$ cat src/hdl/assert_macros.svh
// Assertion macros used by the warp pixel fetch top level.
// Depends on nothing; files that check their own logic include it by name.
`ifndef ASSERT_MACROS_SVH
`define ASSERT_MACROS_SVH

// Same-cycle implication, disabled while reset is asserted.
`define ASSERT_IMPLY(lbl, clk, rst_n, ante, cons) \
  lbl: assert property (@(posedge clk) disable iff (!rst_n) (ante) |-> (cons)) \
    else $error("assertion failed");

// Next-cycle implication, disabled while reset is asserted.
`define ASSERT_NEXT(lbl, clk, rst_n, ante, cons) \
  lbl: assert property (@(posedge clk) disable iff (!rst_n) (ante) |=> (cons)) \
    else $error("assertion failed");

`endif

$ cat src/hdl/bwpf_pkg.sv
// Package of the bilinear warp pixel fetch: image geometry, field widths,
// payload structs, coefficient reset values and the memory request type.
// Depends on nothing.
package bwpf_pkg;

  localparam int IMAGE_ROWS = 512;
  localparam int IMAGE_COLS = 512;
  localparam int ROW_W      = $clog2(IMAGE_ROWS);
  localparam int COL_W      = $clog2(IMAGE_COLS);
  localparam int ADDR_W     = ROW_W + COL_W;
  localparam int MEM_DEPTH  = 1 << ADDR_W;

  localparam int COORD_W   = 9;
  localparam int CHAN_W    = 8;
  localparam int PIX_W     = 3 * CHAN_W;
  localparam int COEF_W    = 48;
  localparam int FRAC_W    = 32;
  localparam int SPLIT_W   = 24;
  localparam int HI_W      = COEF_W - SPLIT_W;
  localparam int FLOOR_SH  = FRAC_W - SPLIT_W;
  localparam int RC_W      = 2 * COORD_W;
  localparam int NUM_TERMS = 4;
  localparam int NUM_REGS  = 2 * NUM_TERMS;
  localparam int REG_IDX_W = $clog2(NUM_REGS);

  // Product and sum widths of the mapping pipeline.
  localparam int HPROD_W = HI_W + RC_W + 1;
  localparam int LPROD_W = SPLIT_W + RC_W;
  localparam int HSUM_W  = HPROD_W + 2;
  localparam int LSUM_W  = LPROD_W + 2;
  localparam int POS_W   = HSUM_W + 1;
  localparam int INT_W   = POS_W - 1 - FLOOR_SH;

  localparam int REG_X_FROM_ROW     = 0;
  localparam int REG_X_FROM_COL     = 1;
  localparam int REG_X_FROM_PRODUCT = 2;
  localparam int REG_X_OFFSET       = 3;
  localparam int REG_Y_FROM_ROW     = 4;
  localparam int REG_Y_FROM_COL     = 5;
  localparam int REG_Y_FROM_PRODUCT = 6;
  localparam int REG_Y_OFFSET       = 7;

  localparam logic [COEF_W-1:0] COEF_ONE  = COEF_W'(64'h1_0000_0000);
  localparam logic [COEF_W-1:0] COEF_ZERO = '0;

  // Entry i holds the reset value of register i.
  localparam logic [NUM_REGS-1:0][COEF_W-1:0] COEF_RESET = {
    COEF_ZERO, COEF_ZERO, COEF_ONE, COEF_ZERO,
    COEF_ZERO, COEF_ZERO, COEF_ZERO, COEF_ONE
  };

  typedef enum logic {
    OP_WRITE = 1'b0,
    OP_QUERY = 1'b1
  } opcode_e;

  typedef logic [NUM_TERMS-1:0][COEF_W-1:0] coef_set_t;

  typedef struct packed {
    opcode_e              opcode;
    logic [COORD_W-1:0]   pixel_row;
    logic [COORD_W-1:0]   pixel_col;
    logic [CHAN_W-1:0]    in_red;
    logic [CHAN_W-1:0]    in_green;
    logic [CHAN_W-1:0]    in_blue;
  } item_t;

  typedef struct packed {
    logic [CHAN_W-1:0] out_red;
    logic [CHAN_W-1:0] out_green;
    logic [CHAN_W-1:0] out_blue;
  } result_t;

  typedef struct packed {
    logic              valid;
    logic              we;
    logic [ADDR_W-1:0] addr;
    logic [PIX_W-1:0]  wdata;
  } mem_req_t;

endpackage

$ cat src/hdl/bwpf_map.sv
// Three-stage mapping pipeline for one source coordinate: split-coefficient
// products, partial sums, then the combined fixed-point position.
// Depends on bwpf_pkg.
module bwpf_map (
  input  logic                                  clk_i,
  input  bwpf_pkg::coef_set_t                   coef_i,
  input  logic [bwpf_pkg::COORD_W-1:0]          row_i,
  input  logic [bwpf_pkg::COORD_W-1:0]          col_i,
  input  logic [bwpf_pkg::RC_W-1:0]             rc_i,
  output logic signed [bwpf_pkg::POS_W-1:0]     pos_o
);

  localparam int NPROD   = bwpf_pkg::NUM_TERMS - 1;
  localparam int HI_W    = bwpf_pkg::HI_W;
  localparam int SPLIT_W = bwpf_pkg::SPLIT_W;
  localparam int RC_W    = bwpf_pkg::RC_W;
  localparam int HPROD_W = bwpf_pkg::HPROD_W;
  localparam int LPROD_W = bwpf_pkg::LPROD_W;
  localparam int HSUM_W  = bwpf_pkg::HSUM_W;
  localparam int LSUM_W  = bwpf_pkg::LSUM_W;
  localparam int POS_W   = bwpf_pkg::POS_W;
  localparam int COEF_W  = bwpf_pkg::COEF_W;

  logic [RC_W-1:0]              mult     [NPROD];
  logic signed [HPROD_W-1:0]    hprod_d  [NPROD];
  logic [LPROD_W-1:0]           lprod_d  [NPROD];
  logic signed [HPROD_W-1:0]    hprod_q  [NPROD];
  logic [LPROD_W-1:0]           lprod_q  [NPROD];
  logic signed [HI_W-1:0]       hoff_q;
  logic [SPLIT_W-1:0]           loff_q;
  logic signed [HSUM_W-1:0]     hsum_d, hsum_q;
  logic [LSUM_W-1:0]            lsum_d, lsum_q;
  logic signed [POS_W-1:0]      pos_d, pos_q;

  always_comb begin
    mult[0] = RC_W'(row_i);
    mult[1] = RC_W'(col_i);
    mult[2] = rc_i;
    for (int k = 0; k < NPROD; k++) begin
      hprod_d[k] = $signed(coef_i[k][COEF_W-1:SPLIT_W]) * $signed({1'b0, mult[k]});
      lprod_d[k] = coef_i[k][SPLIT_W-1:0] * mult[k];
    end
  end

  always_ff @(posedge clk_i) begin
    hprod_q <= hprod_d;
    lprod_q <= lprod_d;
    hoff_q  <= $signed(coef_i[NPROD][COEF_W-1:SPLIT_W]);
    loff_q  <= coef_i[NPROD][SPLIT_W-1:0];
  end

  always_comb begin
    hsum_d = HSUM_W'(hoff_q);
    lsum_d = LSUM_W'(loff_q);
    for (int k = 0; k < NPROD; k++) begin
      hsum_d = hsum_d + HSUM_W'(hprod_q[k]);
      lsum_d = lsum_d + LSUM_W'(lprod_q[k]);
    end
  end

  always_ff @(posedge clk_i) begin
    hsum_q <= hsum_d;
    lsum_q <= lsum_d;
  end

  // The low sum carries into the high sum at the split point.
  assign pos_d = POS_W'(hsum_q) + POS_W'($signed({1'b0, lsum_q[LSUM_W-1:SPLIT_W]}));

  always_ff @(posedge clk_i) begin
    pos_q <= pos_d;
  end

  assign pos_o = pos_q;

endmodule

$ cat config.mk
export PLATFORM = sky130hd
export DESIGN_NAME = bwpf_map
export DESIGN_NICKNAME = d
export VERILOG_FILES = /design/src/hdl/assert_macros.svh /design/src/hdl/bwpf_pkg.sv /design/src/hdl/bwpf_map.sv
export SDC_FILE = /design/constraint.sdc
export NUM_CORES = 2
export LEC_CHECK = 0
export ABC_AREA = 0
export BUFFER_PORTS_ARGS = -buffer_cell sky130_fd_sc_hd__buf_4
export CORE_MARGIN = 2
export CORE_UTILIZATION = 40
export CTS_CLUSTER_SIZE = 12
export DETAILED_ROUTE_END_ITERATION = 10
export HOLD_SLACK_MARGIN = 0.08
export PLACE_DENSITY = 0.53
export SYNTH_ARGS = -nofsm -noshare
export SYNTH_HDL_FRONTEND = slang
export SYNTH_SLANG_ARGS = --single-unit
$ cat constraint.sdc
create_clock -name clk_i -period 23.4 [get_ports clk_i]
set_input_delay 4.68 -clock clk_i [delete_from_list [all_inputs] [get_ports clk_i]]
set_output_delay 4.68 -clock clk_i [all_outputs]
set_load 0.005 [all_outputs]
; ---- Word-level counts from Yosys, hierarchy flattened
; Index checks and enable logic that the tools add are counted.
[classes]
n_addsub = 7
n_mul = 6
div_mod_pow = 0
order_cmp = 0
eq_ne = 0
shift = 0
mux = 0
n_bitwise = 0
reduce_logical = 0
[op_table]
columns = op, count
row1 = $mul A24 B10 Y34, 2
row2 = $mul A24 B9 Y33, 2
row3 = $add A44 B20 Y45, 1
row4 = $add A36 B43 Y44, 1
row5 = $add A35 B42 Y43, 1
row6 = $mul A24 B19 Y43, 1
row7 = $mul A24 B18 Y42, 1
row8 = $add A35 B34 Y36, 1
row9 = $add A24 B34 Y35, 1
row10 = $add A34 B33 Y35, 1
row11 = $add A24 B33 Y34, 1
[totals]
ff_bits = 399
latch_bits = 0
ram_bits = 0
mem_bits_ro = 0
in_bits = 229
out_inout_bits = 46
wordCells = 24
n_memories = 0

; ---- Depth between registers and ports, before layout
[logic_depth]
depth_word = 3
ltp_mapped = 26
depth_no_buf = 24

; ---- Worst setup path before layout
; OpenSTA, ideal clock, no wires.
[synth_path]
kind = input-to-reg
startpoint = input rc_i[3] (netlist name)
endpoint = register lprod_q[40] (netlist name)
setup_ns = 0.072
arrival_ns = 10.685
required_time_ns = 23.328
setup_slack_ns = 12.643
stages = 25
n_path_buf = 2
cell_sequence = clkbuf_1 clkbuf_1 nand2_1 fa_1 inv_1 fa_1 inv_1 fa_1 inv_1 fa_1 fa_1 inv_1 fa_1 inv_1 ha_1 a21o_1 a21o_1 a221oi_1 o221ai_1 nor2_1 o221ai_1 o41ai_2 o211ai_1 a21oi_1 xnor2_1
[synth_rtl]
columns = item, line_no
row1 = "start, declared", bwpf_map.sv:9  ; input logic [bwpf_pkg::RC_W-1:0] rc_i,
row2 = "end signal, assigned", bwpf_map.sv:47  ; lprod_q <= lprod_d;
row3 = "end, declared", bwpf_map.sv:28  ; logic [LPROD_W-1:0] lprod_q [NPROD];

==> metrics.txt <==
# TYPE chip_impl_metric gauge
chip_impl_metric{name="synth-warning-count",unit=""} 0
chip_impl_info{name="synth_top_family_by_area",value="adder cells"} 1
chip_impl_metric{name="count_of_clock_tree_sinks",unit=""} 375
chip_impl_metric{name="cts_made_buffers",unit=""} 46
chip_impl_metric{name="period_needed",unit="ns"} 10.77
chip_impl_metric{name="async_flop_share",unit="%"} 0
chip_impl_info{name="synth_top_cell_by_area",value="sky130_fd_sc_hd__fa_1"} 1
chip_impl_metric{name="htree_num_levels",unit=""} 2
chip_impl_metric{name="residual_drc",unit=""} 0
chip_impl_info{name="path_common_cell",value="sky130_fd_sc_hd__fa_1"} 1
chip_impl_metric{name="post_synthesis_sequential_element_count",unit=""} 375
chip_impl_info{name="criticalPathCategory",value="input port to register"} 1
chip_impl_metric{name="postSynthNetCount",unit=""} 10267
chip_impl_metric{name="area_growth_syn_to_layout",unit="%"} 7.35
chip_impl_metric{name="maxCapViolCount",unit=""} 0
chip_impl_metric{name="layout.filler_cells",unit=""} 17733
chip_impl_metric{name="synth.mux.area_fraction",unit="%"} 0.0275
chip_impl_metric{name="crit_required",unit="ns"} 23.92
chip_impl_metric{name="maximum_buffer_depth_of_the_clock_tree",unit=""} 3
chip_impl_info{name="path_cells",value="buf_4, nand2_1, fa_1, inv_1, fa_1, inv_1, fa_1, inv_1, fa_1, fa_1, inv_1, fa_1, inv_1, ha_1, a21o_1, a21o_1, a21oi_1, o21ai_0, a221oi_1, o221ai_1, o41ai_2, o211ai_1, a21oi_1, xnor2_1"} 1
chip_impl_metric{name="fin_setup_tns",unit="ns"} 0
chip_impl_metric{name="ys_types",unit=""} 79
chip_impl_metric{name="timing.slew.headroom",unit="%"} 40.4
chip_impl_metric{name="routed_wirelength",unit="um"} 210000
chip_impl_metric{name="worstMarginPinSlew",unit="ns"} 0.890
chip_impl_metric{name="netlist_area",unit="um2"} 72900
chip_impl_metric{name="gr-total-overflow",unit=""} 0
chip_impl_metric{name="fp-row-count",unit=""} 156
chip_impl_metric{name="post_cts_resized",unit=""} 0
chip_impl_metric{name="worst-path-max-fanout",unit=""} 48
chip_impl_info{name="ctsRootBufferMaster",value="sky130_fd_sc_hd__clkbuf_16"} 1
chip_impl_info{name="critical_path.slowest_cell",value="sky130_fd_sc_hd__fa_1"} 1
chip_impl_info{name="clock_tree_from_tritoncts",value="done"} 1
chip_impl_metric{name="route.antenna.remaining_nets",unit=""} 0
chip_impl_metric{name="synth_xor_xnor_area_share",unit="%"} 3.44
chip_impl_info{name="min-delay-path-class",value="register to register"} 1
chip_impl_metric{name="clock_insertion_delay_worst_skew",unit="ns"} 0.62
chip_impl_metric{name="placed_area",unit="um2"} 76700
chip_impl_metric{name="synth_edf_count",unit=""} 0
chip_impl_info{name="synthTopCellsByArea",value="sky130_fd_sc_hd__fa_1 (44%), sky130_fd_sc_hd__dfxtp_1 (10%), sky130_fd_sc_hd__ha_1 (10%), sky130_fd_sc_hd__inv_1 (8.7%), sky130_fd_sc_hd__and2_1 (6.9%)"} 1
chip_impl_metric{name="die-area",unit="um2"} 186000
chip_impl_metric{name="clk_skew",unit="ns"} 0.0191
chip_impl_metric{name="max_freq",unit="MHz"} 92.9
chip_impl_metric{name="drt_pre_antenna_iters",unit=""} 6
chip_impl_info{name="yosys_most_used_dff",value="sky130_fd_sc_hd__dfxtp_1"} 1
chip_impl_metric{name="antenna_violations_before_repair",unit=""} 25
chip_impl_metric{name="grt_start_max_net_pins",unit=""} 49
chip_impl_metric{name="critical-path-max-stage-delay",unit="ns"} 0.56
chip_impl_metric{name="chipWidth",unit="um"} 431
chip_impl_metric{name="die_height",unit="um"} 431
chip_impl_metric{name="layout_worst_path_cycle_share",unit="%"} 46.0
chip_impl_metric{name="cp.arrival",unit="ns"} 11.29
chip_impl_metric{name="gr-usage-all-layers",unit="%"} 23.4
chip_impl_metric{name="buffer_ports.inserted",unit=""} 274
chip_impl_metric{name="number_of_setup_buffers_added_after_cts",unit=""} 0
chip_impl_metric{name="post_synth_fa_ha_maj_area_fraction",unit="%"} 53.7
chip_impl_info{name="grt_setup_unrepaired",value="no"} 1
chip_impl_metric{name="complex_gate_fraction_of_the_synthesized_area",unit="%"} 6.98
chip_impl_metric{name="grt_first_pass_wirelength",unit="um"} 336000
chip_impl_metric{name="ys_seq_area_share",unit="%"} 10.3
chip_impl_metric{name="route.detailed.vias_per_inst",unit=""} 5.03
chip_impl_metric{name="drt_first_iter_violations",unit=""} 2565
chip_impl_metric{name="slew_violations",unit=""} 0
chip_impl_metric{name="cts.hold.buffers_added",unit=""} 0
chip_impl_metric{name="synthCells",unit=""} 7864
chip_impl_metric{name="core",unit="um2"} 181000
chip_impl_metric{name="detailedPlacementHpwl",unit="um"} 169000
chip_impl_metric{name="clk_pin_slew_worst_paths",unit="ns"} 0.06
chip_impl_metric{name="via_count",unit=""} 51787
chip_impl_metric{name="nets",unit=""} 10271
chip_impl_metric{name="synth_largest_type_area_fraction",unit="%"} 43.7
chip_impl_metric{name="routedWlPerCell",unit="um"} 20.4
chip_impl_metric{name="synth_simple_gate_area_share",unit="%"} 15.2
chip_impl_metric{name="timing.final.setup_violations",unit=""} 0
chip_impl_info{name="outcome",value="complete, no violations"} 1
chip_impl_metric{name="routability_driven_placement_congestion_ratio",unit=""} 0.873
chip_impl_metric{name="final-seq-area",unit="um2"} 7510
chip_impl_metric{name="timing_hold_violations_final",unit=""} 0
chip_impl_metric{name="initial_utilization",unit="%"} 40.3
chip_impl_metric{name="syn-mean-instance-area",unit="um2"} 9.26
chip_impl_metric{name="layout.cell_area.non_filler",unit="um2"} 78200
chip_impl_info{name="crit_path_end_kind",value="register"} 1
chip_impl_metric{name="multiInputGateArea",unit="um2"} 57800
chip_impl_metric{name="final_layout_size_suffix_gt1_share",unit="%"} 4.80
chip_impl_info{name="setup.worst_path.start_class",value="input port"} 1
chip_impl_metric{name="io-pin-count",unit=""} 275
chip_impl_metric{name="grt_pass1_vias",unit=""} 57488
[cell type report]
cell class / count / share of cell area, %
multi-input cells: 5479 / 73.9
flip-flops and latches: 375 / 9.60
inverters: 1692 / 8.12
well taps: 2370 / 3.79
repair buffers: 274 / 2.63
clock buffers: 61 / 1.69
clock inverters: 19 / 0.221
diodes: 16 / 0.0512
[synthesized netlist by cell type, drive strengths merged (42+ instances only)]
master,count
inv,1692
fa,1590
nand2,1035
and2,806
ha,584
dfxtp,375
clkbuf,310
a21oi,229
xnor2,211
a21o,152
o21ai,147
nor2,129
xor2,75
nand3,51
o21a,44
and3,42
[cell families after synthesis]
| family | Yosys count |
|---|---|
| xor gates and xnor gates | 286 |
| adders and majority gates | 2174 |
| and+or+nand+nor | 2241 |
| DFF | 375 |
| buffers and inverters | 2010 |
| AOI/OAI and AO/OA | 776 |
| muxes | 2 |
[worst paths after layout]
path               from          end  slack, ns  depth (start not counted)
max reg2reg  hprod_q[1]   hsum_q[41]      18.55                         15
max             rc_i[4]  lprod_q[40]      12.63                         24
min          hsum_q[33]    pos_o[33]       0.46                          1
min reg2reg  hsum_q[33]    pos_o[33]       0.46                          1
[metrics by stage]
stage               std cells  hold slack [ns]  utilization, %  worst slack, ns
finish                  10286            0.464            43.2            12.63
global route            10283            0.483            43.2            12.23
CTS                     10270            0.464            43.2            12.69
detailed placement      10190            0.455            42.4            12.05
global placement        10190            0.453            42.4            12.06
floorplan                7864            0.420               -            12.64
[critical path, delay by kind of cell]
kind / cells / cell delay (ns)
compound gates: 9 / 1.97
xor+xnor: 1 / 0.15
fa+ha+maj: 7 / 3.47
buf+inv: 6 / 0.80
simple gates: 1 / 0.16
[registers in the layout (all words and copies together), names as in the netlist]
register and cells:
hoff_q 24, hprod_q 111, hsum_q 44, loff_q 24, lprod_q 108, lsum_q 19, pos_o 45
[placed cells by master (no fill, tap or decap), types with 14 or more instances in the layout]
master	n
sky130_fd_sc_hd__a31oi_1	19
sky130_fd_sc_hd__nor3_1	40
sky130_fd_sc_hd__nand2b_1	28
sky130_fd_sc_hd__and2_1	806
sky130_fd_sc_hd__o21a_1	44
sky130_fd_sc_hd__a21o_1	152
sky130_fd_sc_hd__a211oi_1	22
sky130_fd_sc_hd__nand2_1	1035
sky130_fd_sc_hd__ha_1	584
sky130_fd_sc_hd__and3_1	42
sky130_fd_sc_hd__nor2b_1	32
sky130_fd_sc_hd__dfxtp_1	374
sky130_fd_sc_hd__xnor2_1	211
sky130_fd_sc_hd__nand3_1	51
sky130_fd_sc_hd__nand4_1	33
sky130_fd_sc_hd__o21ai_1	14
sky130_fd_sc_hd__o21bai_1	41
sky130_fd_sc_hd__clkbuf_16	47
sky130_fd_sc_hd__fa_1	1590
sky130_fd_sc_hd__o211ai_1	21
sky130_fd_sc_hd__buf_4	274
sky130_fd_sc_hd__nor2_1	129
sky130_fd_sc_hd__xor2_1	75
sky130_fd_sc_hd__diode_2	16
sky130_fd_sc_hd__a21oi_1	228
sky130_fd_sc_hd__inv_1	1692
sky130_fd_sc_hd__o21ai_0	131
[layer usage]
layer	vias to the layer above	GRT usage, %	part of all wire (%)
met1	26788	30.3	43
li1	23563	-	-
met2	1165	40.8	50
met3	263	2.39	4.2
met4	8	7.71	3.4
met5	-	0	0.027
Power is not shown: default switching activity piles up to over one toggle a cycle in this logic, so the estimate is an artifact.
